`config.mk`:
```
export PLATFORM = sky130hd
export DESIGN_NAME = binary32_truncating_multiplier
export DESIGN_NICKNAME = d
export VERILOG_FILES = /design/src/sv/tmul_pkg.sv /design/src/sv/binary32_truncating_multiplier.sv /design/src/sv/tmul_unpack.sv /design/src/sv/tmul_lzc.sv /design/src/sv/tmul_pack.sv
export VERILOG_INCLUDE_DIRS = /design/src /design/src/sv
export SDC_FILE = /design/constraint.sdc
export NUM_CORES = 2
export LEC_CHECK = 0
export ABC_AREA = 1
export BUFFER_PORTS_ARGS = -buffer_cell sky130_fd_sc_hd__buf_2
export CAP_MARGIN = 20
export CORE_AREA = 2 2 328 394
export CTS_CLUSTER_SIZE = 30
export DETAILED_ROUTE_END_ITERATION = 16
export DIE_AREA = 0 0 330 396
export PLACE_DENSITY = 0.39
export SETUP_SLACK_MARGIN = 0.3
export SLEW_MARGIN = 10
export SYNTH_ARGS = -nofsm -noshare
export SYNTH_HDL_FRONTEND = slang
export SYNTH_SLANG_ARGS = --single-unit
```
`constraint.sdc`:
```
create_clock -name i_clk -period 16.5 [get_ports i_clk]
set_input_delay 4.125 -clock i_clk [delete_from_list [all_inputs] [get_ports i_clk]]
set_output_delay 4.125 -clock i_clk [all_outputs]
set_load 0.01 [all_outputs]
```
`src/sv/assert_macros.svh`:
```
// Assertion macros used by the top level of the multiplier.
`ifndef ASSERT_MACROS_SVH
`define ASSERT_MACROS_SVH
`ifndef ASSERT_OFF
`define ASSERT_CLK(label, clk, rst_n, prop) \
    label: assert property (@(posedge clk) disable iff (!rst_n) (prop)) \
        else $error("assertion failed");
`define ASSERT_NEVER(label, clk, rst_n, cond) \
    label: assert property (@(posedge clk) disable iff (!rst_n) !(cond)) \
        else $error("forbidden condition seen");
`else
`define ASSERT_CLK(label, clk, rst_n, prop)
`define ASSERT_NEVER(label, clk, rst_n, cond)
`endif
`endif

```
`src/sv/tmul_pkg.sv`:
```
// Package with widths, stage records and the leading-one helper function of the multiplier.
`default_nettype none
package tmul_pkg;
    localparam int FRAC_BITS = 23;
    localparam int EXP_BITS  = 8;
    localparam int SIG_BITS  = FRAC_BITS + 1;
    localparam int PROD_BITS = 2 * SIG_BITS;
    localparam int LEAD_BITS = $clog2(PROD_BITS);
    localparam int ESUM_BITS = EXP_BITS + 1;

    typedef struct packed {
        logic                   valid;
        logic                   sign;
        logic                   special;
        logic                   zero;
        logic [ESUM_BITS-1:0]   esum;
        logic [PROD_BITS-1:0]   prod;
    } t_s1;

    typedef struct packed {
        logic                   valid;
        logic                   sign;
        logic                   special;
        logic                   zero;
        logic [ESUM_BITS-1:0]   esum;
        logic [PROD_BITS-1:0]   prod;
        logic [LEAD_BITS-1:0]   lead;
    } t_s2;

    // Position of the highest set bit; zero when no bit is set.
    function automatic logic [LEAD_BITS-1:0] f_lead(input logic [PROD_BITS-1:0] p);
        logic [LEAD_BITS-1:0] pos;
        pos = '0;
        for (int j = 0; j < PROD_BITS; j++) begin
            if (p[j]) begin
                pos = LEAD_BITS'(j);
            end
        end
        return pos;
    endfunction
endpackage
`default_nettype wire

```
`src/sv/binary32_truncating_multiplier.sv`:
```
// Top level of the three-stage binary32 truncating multiplier.
//
//   channel  | direction | handshake             | payload
//   request  | in        | i_valid / o_stall     | i_operand_a, i_operand_b
//   result   | out       | o_valid / i_stall     | o_product
//
// A request accepted at the input passes the unpack, leading-one and pack
// registers in that order before it shows on o_valid; one request can enter
// every cycle while o_stall is low. The stages are the 24x24 multiplier, the
// leading-one search and the normalize/pack logic, each ending in a register.
// Reset is synchronous and clears only the stage valid bits.
// The whole pipe holds while the output register is full and stalled.
`default_nettype none
`include "assert_macros.svh"
module binary32_truncating_multiplier import tmul_pkg::*; (
    input  wire logic        i_clk,
    input  wire logic        i_rst_n,
    input  wire logic        i_valid,
    output logic             o_stall,
    input  wire logic [31:0] i_operand_a,
    input  wire logic [31:0] i_operand_b,
    output logic             o_valid,
    input  wire logic        i_stall,
    output logic [31:0]      o_product
);
    logic advance;
    t_s1  s1;
    t_s2  s2;

    assign advance = !o_valid || !i_stall;
    assign o_stall = !advance;

    tmul_unpack u_unpack (
        .i_clk       (i_clk),
        .i_rst_n     (i_rst_n),
        .i_en        (advance),
        .i_valid     (i_valid),
        .i_operand_a (i_operand_a),
        .i_operand_b (i_operand_b),
        .o_s1        (s1)
    );

    tmul_lzc u_lzc (
        .i_clk   (i_clk),
        .i_rst_n (i_rst_n),
        .i_en    (advance),
        .i_s1    (s1),
        .o_s2    (s2)
    );

    tmul_pack u_pack (
        .i_clk     (i_clk),
        .i_rst_n   (i_rst_n),
        .i_en      (advance),
        .i_s2      (s2),
        .o_valid   (o_valid),
        .o_product (o_product)
    );

    `ASSERT_CLK(a_stall_needs_valid, i_clk, i_rst_n, o_stall |-> o_valid)
    `ASSERT_CLK(a_s2_reaches_out, i_clk, i_rst_n, (s2.valid && advance) |=> o_valid)
    `ASSERT_CLK(a_s1_holds, i_clk, i_rst_n, o_stall |=> ($stable(s1) && $stable(s2)))
    `ASSERT_NEVER(a_lead_nonzero_prod, i_clk, i_rst_n,
        s2.valid && !s2.zero && !s2.special && (s2.prod == '0))
endmodule
`default_nettype wire

```
`src/sv/tmul_unpack.sv`:
```
// First stage: operand classification and the significand multiply.
`default_nettype none
module tmul_unpack import tmul_pkg::*; (
    input  wire logic        i_clk,
    input  wire logic        i_rst_n,
    input  wire logic        i_en,
    input  wire logic        i_valid,
    input  wire logic [31:0] i_operand_a,
    input  wire logic [31:0] i_operand_b,
    output t_s1              o_s1
);
    logic [EXP_BITS-1:0]  ea, eb;
    logic [SIG_BITS-1:0]  ma, mb;
    logic [ESUM_BITS-1:0] ba, bb;
    t_s1 r_s1, n_s1;

    always_comb begin
        ea = i_operand_a[30:23];
        eb = i_operand_b[30:23];
        ma = {ea != '0, i_operand_a[FRAC_BITS-1:0]};
        mb = {eb != '0, i_operand_b[FRAC_BITS-1:0]};
        // A subnormal counts as biased exponent one.
        ba = (ea != '0) ? {1'b0, ea} : ESUM_BITS'(1);
        bb = (eb != '0) ? {1'b0, eb} : ESUM_BITS'(1);
        n_s1.valid   = i_valid;
        n_s1.sign    = i_operand_a[31] ^ i_operand_b[31];
        n_s1.special = (ea == '1) || (eb == '1);
        n_s1.zero    = (i_operand_a[30:0] == '0) || (i_operand_b[30:0] == '0);
        n_s1.esum    = ba + bb;
        n_s1.prod    = PROD_BITS'(ma) * PROD_BITS'(mb);
    end

    always_ff @(posedge i_clk) begin
        if (!i_rst_n) begin
            r_s1.valid <= 1'b0;
        end else if (i_en) begin
            r_s1.valid <= n_s1.valid;
        end
        if (i_en) begin
            r_s1.sign    <= n_s1.sign;
            r_s1.special <= n_s1.special;
            r_s1.zero    <= n_s1.zero;
            r_s1.esum    <= n_s1.esum;
            r_s1.prod    <= n_s1.prod;
        end
    end

    assign o_s1 = r_s1;
endmodule
`default_nettype wire

```
`src/sv/tmul_lzc.sv`:
```
// Second stage: leading-one search on the significand product.
`default_nettype none
module tmul_lzc import tmul_pkg::*; (
    input  wire logic i_clk,
    input  wire logic i_rst_n,
    input  wire logic i_en,
    input  t_s1       i_s1,
    output t_s2       o_s2
);
    t_s2 r_s2;

    always_ff @(posedge i_clk) begin
        if (!i_rst_n) begin
            r_s2.valid <= 1'b0;
        end else if (i_en) begin
            r_s2.valid <= i_s1.valid;
        end
        if (i_en) begin
            r_s2.sign    <= i_s1.sign;
            r_s2.special <= i_s1.special;
            r_s2.zero    <= i_s1.zero;
            r_s2.esum    <= i_s1.esum;
            r_s2.prod    <= i_s1.prod;
            r_s2.lead    <= f_lead(i_s1.prod);
        end
    end

    assign o_s2 = r_s2;
endmodule
`default_nettype wire

```
`src/sv/tmul_pack.sv`:
```
// Third stage: normalize, handle the special cases and register the product.
`default_nettype none
module tmul_pack import tmul_pkg::*; (
    input  wire logic        i_clk,
    input  wire logic        i_rst_n,
    input  wire logic        i_en,
    input  t_s2              i_s2,
    output logic             o_valid,
    output logic [31:0]      o_product
);
    localparam int XW = 2 * PROD_BITS + 1;

    logic signed [10:0]    sum;
    logic signed [10:0]    k;
    logic [PROD_BITS-1:0]  norm;
    logic [FRAC_BITS-1:0]  frac;
    logic [5:0]            shamt;
    logic [XW-1:0]         x;
    logic [PROD_BITS-1:0]  q;
    logic                  rnd;
    logic [30:0]           small_mag;
    logic [31:0]           n_product;
    logic                  r_valid;
    logic [31:0]           r_product;

    always_comb begin
        sum   = $signed({2'b0, i_s2.esum}) + $signed({5'b0, i_s2.lead}) - 11'sd173;
        k     = 11'sd151 - $signed({2'b0, i_s2.esum});
        norm  = i_s2.prod << (6'd47 - i_s2.lead);
        // When the leading one lies below bit 23, the fraction is set to zero.
        frac  = (i_s2.lead < 6'd23) ? '0 : norm[PROD_BITS-2 -: FRAC_BITS];
        shamt = k[5:0];
        x     = {i_s2.prod, {(PROD_BITS+1){1'b0}}} >> shamt;
        q     = x[XW-1 -: PROD_BITS];
        rnd   = x[PROD_BITS] && ((|x[PROD_BITS-1:0]) || q[0]);
        if (k >= 11'sd50) begin
            small_mag = '0;
        end else begin
            small_mag = q[30:0] + 31'(rnd);
        end
        if (i_s2.special) begin
            n_product = {i_s2.sign, 31'h7FFFFFFF};
        end else if (i_s2.zero) begin
            n_product = {i_s2.sign, 31'h0};
        end else if (sum < 0) begin
            n_product = {i_s2.sign, small_mag};
        end else if (sum >= 11'sd255) begin
            n_product = {i_s2.sign, 8'hFF, 23'h0};
        end else begin
            n_product = {i_s2.sign, sum[7:0], frac};
        end
    end

    always_ff @(posedge i_clk) begin
        if (!i_rst_n) begin
            r_valid <= 1'b0;
        end else if (i_en) begin
            r_valid <= i_s2.valid;
        end
        if (i_en) begin
            r_product <= n_product;
        end
    end

    assign o_valid   = r_valid;
    assign o_product = r_product;
endmodule
`default_nettype wire
```
Word level (Yosys, flattened, before mapping)
Index checks and enable logic that the tools add are counted.
{"block": "word_totals", "ff_bits": 161, "inputBits": 68, "output_inout_bits": 34, "wordCells": 106}
{"block": "classes", "addsub": 6, "multipliers": 1, "n_lt_le_gt_ge": 4, "eq_ne": 2, "shift": 2, "mux": 53, "n_bitwise": 1, "n_reduce_logical": 17}
{"operator": "$mux 31", "n": 4}
{"operator": "$shr 97x6->80", "n": 1}
{"operator": "$mux 5", "n": 16}
{"operator": "$mux 4", "n": 16}
{"operator": "$logic_not 31->1", "n": 2}
{"operator": "$mul 24x24->48", "n": 1}
{"operator": "$reduce_or 48->1", "n": 1}
{"operator": "$shl 48x6->47", "n": 1}
{"operator": "$add 31x1->31", "n": 1}
{"operator": "$mux 3", "n": 8}
{"operator": "$mux 23", "n": 1}
{"operator": "$eq 8x8->1 const B", "n": 2}
{"operator": "$mux 8", "n": 2}
{"operator": "$reduce_bool 8->1", "n": 2}
{"operator": "$reduce_or 16->1", "n": 1}
{"operator": "$ge 11x7->1 const B", "n": 1}
{"operator": "$ge 11x9->1 const B", "n": 1}
{"operator": "$lt 11x1->1 const B", "n": 1}
{"operator": "$sub 10x8->11 const B", "n": 1}
{"operator": "$add 9x6->10", "n": 1}
{"operator": "$sub 8x9->10 const A", "n": 1}
{"operator": "$add 9x9->9", "n": 1}
{"operator": "$mux 2", "n": 4}
{"operator": "$reduce_or 8->1", "n": 1}
{"operator": "other kinds (9)", "n": 15}

Logic depth before layout (Yosys ltp)
{"block": "depth", "ltp_word": 46, "mapped_depth": 47, "ltp_nobuf": 47}

Modules after synthesis
Synthesis repeated with hierarchy kept, for this count alone.
{"block": "unflattened", "hier_cells": 4915, "area_unflattened_um2": 34150.3}
{"mod": "tmul_unpack", "instances": 1, "cells_per_inst": 2967, "area_each_um2": 22769.3, "seq_area_each_um2": 1821.7}
{"mod": "tmul_pack", "instances": 1, "cells_per_inst": 1717, "area_each_um2": 8677.1, "seq_area_each_um2": 980.9}
{"mod": "tmul_lzc", "instances": 1, "cells_per_inst": 229, "area_each_um2": 2693.8, "seq_area_each_um2": 2001.9}
{"mod": "binary32_truncating_multiplier", "instances": 1, "cells_per_inst": 2, "area_each_um2": 10.0, "seq_area_each_um2": 0.0}

Least setup slack after synthesis
No wires, ideal clock.
{"block": "synth_path", "kind": "input to output", "start": "input i_stall", "end": "output o_stall", "t_arrival_ns": 8.125, "required_time_ns": 12.375, "slack_ns": 4.250, "cell_stages": 2, "path_buffers": 0, "cell_sequence": "nand2_1 > inv_1"}
{"block": "synth_between", "elab_chain_len": 3}
{"element": "from (decl)", "line_no": "binary32_truncating_multiplier.sv:23", "source": "input wire logic i_stall,"}
{"element": "$logic_not 1->1", "line_no": "binary32_truncating_multiplier.sv:30", "source": "assign advance = !o_valid || !i_stall;"}
{"element": "$logic_or 1x1->1", "line_no": "binary32_truncating_multiplier.sv:30"}
{"element": "$logic_not 1->1", "line_no": "binary32_truncating_multiplier.sv:31", "source": "assign o_stall = !advance;"}
{"element": "to (decl)", "line_no": "binary32_truncating_multiplier.sv:19", "source": "output logic o_stall,"}
No other way between the ends.

==> results list <==
- The run finished, with violations left.
- Failing checks: DRC
* CTS resizes: 0
- The routed design uses 2892 microns of met3 wire.
* Achievable clock frequency: 86.44 MHz
* Arrival time worst endpoint: 11.79 ns
- The number of nets handed over by synthesis was 4902.
- The critical path crosses 30 cells after its start point.
- After detailed routing, the met2 layer carries 51100 microns of wire.
- Top cells by count, synth: sky130_fd_sc_hd__nand2_1, sky130_fd_sc_hd__inv_1, sky130_fd_sc_hd__fa_1
* Die height: 396 microns
- FP Rows: 143
* Number of distinct library cell variants in the gate-level netlist after synthesis: 58
* Standard cell with the maximum stage delay on the critical path: sky130_fd_sc_hd__inv_1
- Count of vias placed by the detailed router: 25670
* Post-synthesis async set-or-reset flop share: 0%
* Root buffer cell: sky130_fd_sc_hd__clkbuf_16
- I/O Pins: 102
- Total number of H-tree levels: 4
* Number of pins exceeding their max-slew limit in the final report: 0
- Synthesis inferred 161 register bits.
- The largest total area in the synthesized netlist belongs to sky130_fd_sc_hd__fa_1.
- Number of port buffers: 101
- After detailed routing, the number of remaining DRC violations is 11.
- The final count of hold timing violations came to 0.
- The startpoint identified for the worst register-to-register timing path is u_lzc.o_s2[57].
* Estimated wirelength of the detail-placed design: 79470 microns
* Final Routed Wirelength: 102800 microns
- The critical path contains buffers and inverters numbering 5 combined.
- In this design, the stage delay of the slowest critical-path cell is 0.68 ns.
- Worst setup path end: u_unpack.o_s1[44]
- Synth-to-layout area growth: 7.880%
* Top layer reached by signal wires: met5
* Count of maximum capacitance violations: 0
- For the worst-skew pair, the clock arrives at the later sink with an insertion delay of 0.47 ns.
- Number of DRC markers in iteration 0: 1449
* Diode insertion count for antenna repair: 0
- After detailed routing, the wire length on met1 is 46440 microns.
- After clock tree synthesis, the flow added hold-fix buffers numbering 0.
* Clock sink count: 161
- Clock-pin slew was measured on the worst setup and hold paths at 0.08 ns.
* Layout cell share with drive strength beyond 1: 5.301%
- Number of buffers inserted by post-CTS setup repair: 0
* Initial Util: 24.88%
- The worst setup path is of the in -> reg kind.
* Number of enable-type register cells in the synthesized netlist: 158
- Global routing consumed, over all layers together, 16.02% of the routing resources.
- Largest net degree at the start of global routing: 85
- At the worst endpoint, the required time is 16.72 ns.
- The worst setup path is captured at a register.
- DRT Pass-1 Iters: 13
* Final setup violation count: 0
- The worst setup path is launched from a primary input.
* Die Area: 130700 sq um
- TritonCTS built the clock tree.
- Dividing the detail-routed via count by the number of cells gives 4.471.
- Maximum net fanout on the critical path: 21
- Of the synthesized area, sequential elements account for 15.24%.
- The final critical path takes up 70.12% of the cycle.
* R2R depth: 30
- Wire length of the first global-routing pass: 161500 microns
- The worst register-to-register path has a setup slack of 10.80 ns.
* Antenna violation net count after detailed routing: 0
- The total overflow left after global routing is 0.
- Mean instance size in the synthesized netlist: 7.596 sq um
- Clock Tree Buf Depth: 2
* Global placer's final weighted congestion: 0.8818
- Setup TNS Final: 0 ns
* Leading cell type by number of instances after synthesis: sky130_fd_sc_hd__nand2_1
- Destination of the worst register-to-register timing path: u_pack.o_product[28]
* Post-layout minimum cycle time: 11.57 ns
* Synthesized netlist cell count: 4149
* Total clock buffers created by CTS: 17
- By instance count, the cell type seen most on the critical path is sky130_fd_sc_hd__fa_1.
- Yosys Warn Count: 0
* Die width: 330 microns
- Critical path's top delay family: adder cells
* Filler cell count in the final layout: 14070
- Worst slew pin tran: 1.095 ns
- Area share of the largest cell type after synthesis: 30.74%
* Net count reported at finish: 4815
* RSZ-0062 raised after global routing: false
- Leading register cell type out of synthesis: sky130_fd_sc_hd__edfxtp_1
- The via count of the first global-routing pass is 27480.
* Clk_skew: 0.01898 ns
- Headroom to the max-slew limit came out at 26.33%.
* Min-delay worst type: reg -> reg
* Post-Syn Area: 31520 sq um
- Std-Cell Core Area: 126700 sq um
* Number of antenna violations at the first check in global routing: 2
- Synth top area cells: sky130_fd_sc_hd__fa_1, sky130_fd_sc_hd__edfxtp_1, sky130_fd_sc_hd__nand2_1
- Tracing the worst setup path back leads to its startpoint at i_operand_b[30].
* Mean routed wirelength per cell: 17.91 microns
[logic make-up (layout without fill, tap and decap cells)]
kind of cell / after synthesis / in the layout / share of synthesized area (%)
xor gates and xnor gates: 61 / 61 / 1.695
buffers and inverters: 1178 / 1104 / 14.31
and+or+nand+nor: 1447 / 1447 / 18.28
DFF: 161 / 161 / 15.24
muxes: 72 / 72 / 2.287
AOI/OAI and AO/OA: 545 / 545 / 9.464
adders and majority gates: 685 / 685 / 38.72
[registers in the layout (all words and copies together) (netlist names)]
register and count:
u_pack.o_valid 1, u_pack.o_product 32, u_unpack.o_s1 61, u_lzc.o_s2 67
[through the flow]
step / utilization, % / instances / setup slack (ns) / hold WS (ns) / cell area (sq um)
final: 26.84 / 5742 / 4.931 / 0.4198 / 34000
after CTS: 26.84 / 5742 / 4.835 / 0.4207 / 34000
after detailed placement: 26.38 / 5710 / 4.326 / 0.4045 / 33420
after global routing: 26.84 / 5742 / 4.343 / 0.4268 / 34000
after global placement: 26.38 / 5710 / 4.401 / 0.4045 / 33420
after floorplan: - / 4149 / 4.250 / 0.4003 / 31520
[final cells by class]
class	instances	area, sq um	share of cell area (%)
tap	1667	2086	6.134
inverter	927	3480	10.23
timing repair buffer	145	835.8	2.458
clock inverter	15	160.2	0.4710
sequential	161	4805	14.13
multi-input combinational	2810	22210	65.32
clock buffer	17	425.4	1.251
[layer usage]
| layer | GRT usage, % | up-vias |
|---|---|---|
| li1 | - | 12400 |
| met1 | 20.92 | 12690 |
| met2 | 28.43 | 487 |
| met3 | 1.121 | 98 |
| met4 | 4.194 | 2 |
| met5 | 0 | - |
[worst min path at each step]
| stage | startpoint | to | slack (ns) | cells after the start |
|---|---|---|---|---|
| CTS | u_unpack.o_s1[57] | u_lzc.o_s2[63] | 0.42 | 0 |
| finish | u_unpack.o_s1[54] | u_lzc.o_s2[60] | 0.42 | 0 |
| floorplan | u_unpack.o_s1[48] | u_lzc.o_s2[54] | 0.40 | 0 |
| global placement | u_unpack.o_s1[48] | u_lzc.o_s2[54] | 0.40 | 0 |
| global route | u_unpack.o_s1[57] | u_lzc.o_s2[63] | 0.43 | 0 |
| detailed placement | u_unpack.o_s1[54] | u_lzc.o_s2[60] | 0.40 | 0 |
[layout by cell type (no fill, tap or decap), types with 5 or more instances in the layout]
cell                        netlist  layout
sky130_fd_sc_hd__nand2_1       1143    1142
sky130_fd_sc_hd__inv_1          912     912
sky130_fd_sc_hd__fa_1           484     484
sky130_fd_sc_hd__o21ai_0        224     224
sky130_fd_sc_hd__ha_1           201     201
sky130_fd_sc_hd__edfxtp_1       158     158
sky130_fd_sc_hd__nor2_1         144     144
sky130_fd_sc_hd__a21oi_1        114     114
sky130_fd_sc_hd__o21ai_1        113     113
sky130_fd_sc_hd__buf_2           14     101
sky130_fd_sc_hd__mux2i_1         72      72
sky130_fd_sc_hd__nand3_1         63      63
sky130_fd_sc_hd__buf_4            7      44
sky130_fd_sc_hd__xor2_1          42      42
sky130_fd_sc_hd__nor4_1          24      24
sky130_fd_sc_hd__nor3_1          24      24
sky130_fd_sc_hd__nand4_1         23      23
sky130_fd_sc_hd__xnor2_1         19      19
sky130_fd_sc_hd__clkbuf_16        0      17
sky130_fd_sc_hd__a31oi_1         16      16
sky130_fd_sc_hd__o21a_1          14      14
sky130_fd_sc_hd__inv_2           13      13
sky130_fd_sc_hd__o22ai_1         12      12
sky130_fd_sc_hd__o211ai_1        12      12
sky130_fd_sc_hd__nor2_2           7       7
sky130_fd_sc_hd__o22ai_2          5       5
sky130_fd_sc_hd__o32ai_1          5       5
Power is left out: the tool's default activity adds up to more than one toggle a clock period on the data nets, which glitch-free logic cannot reach.
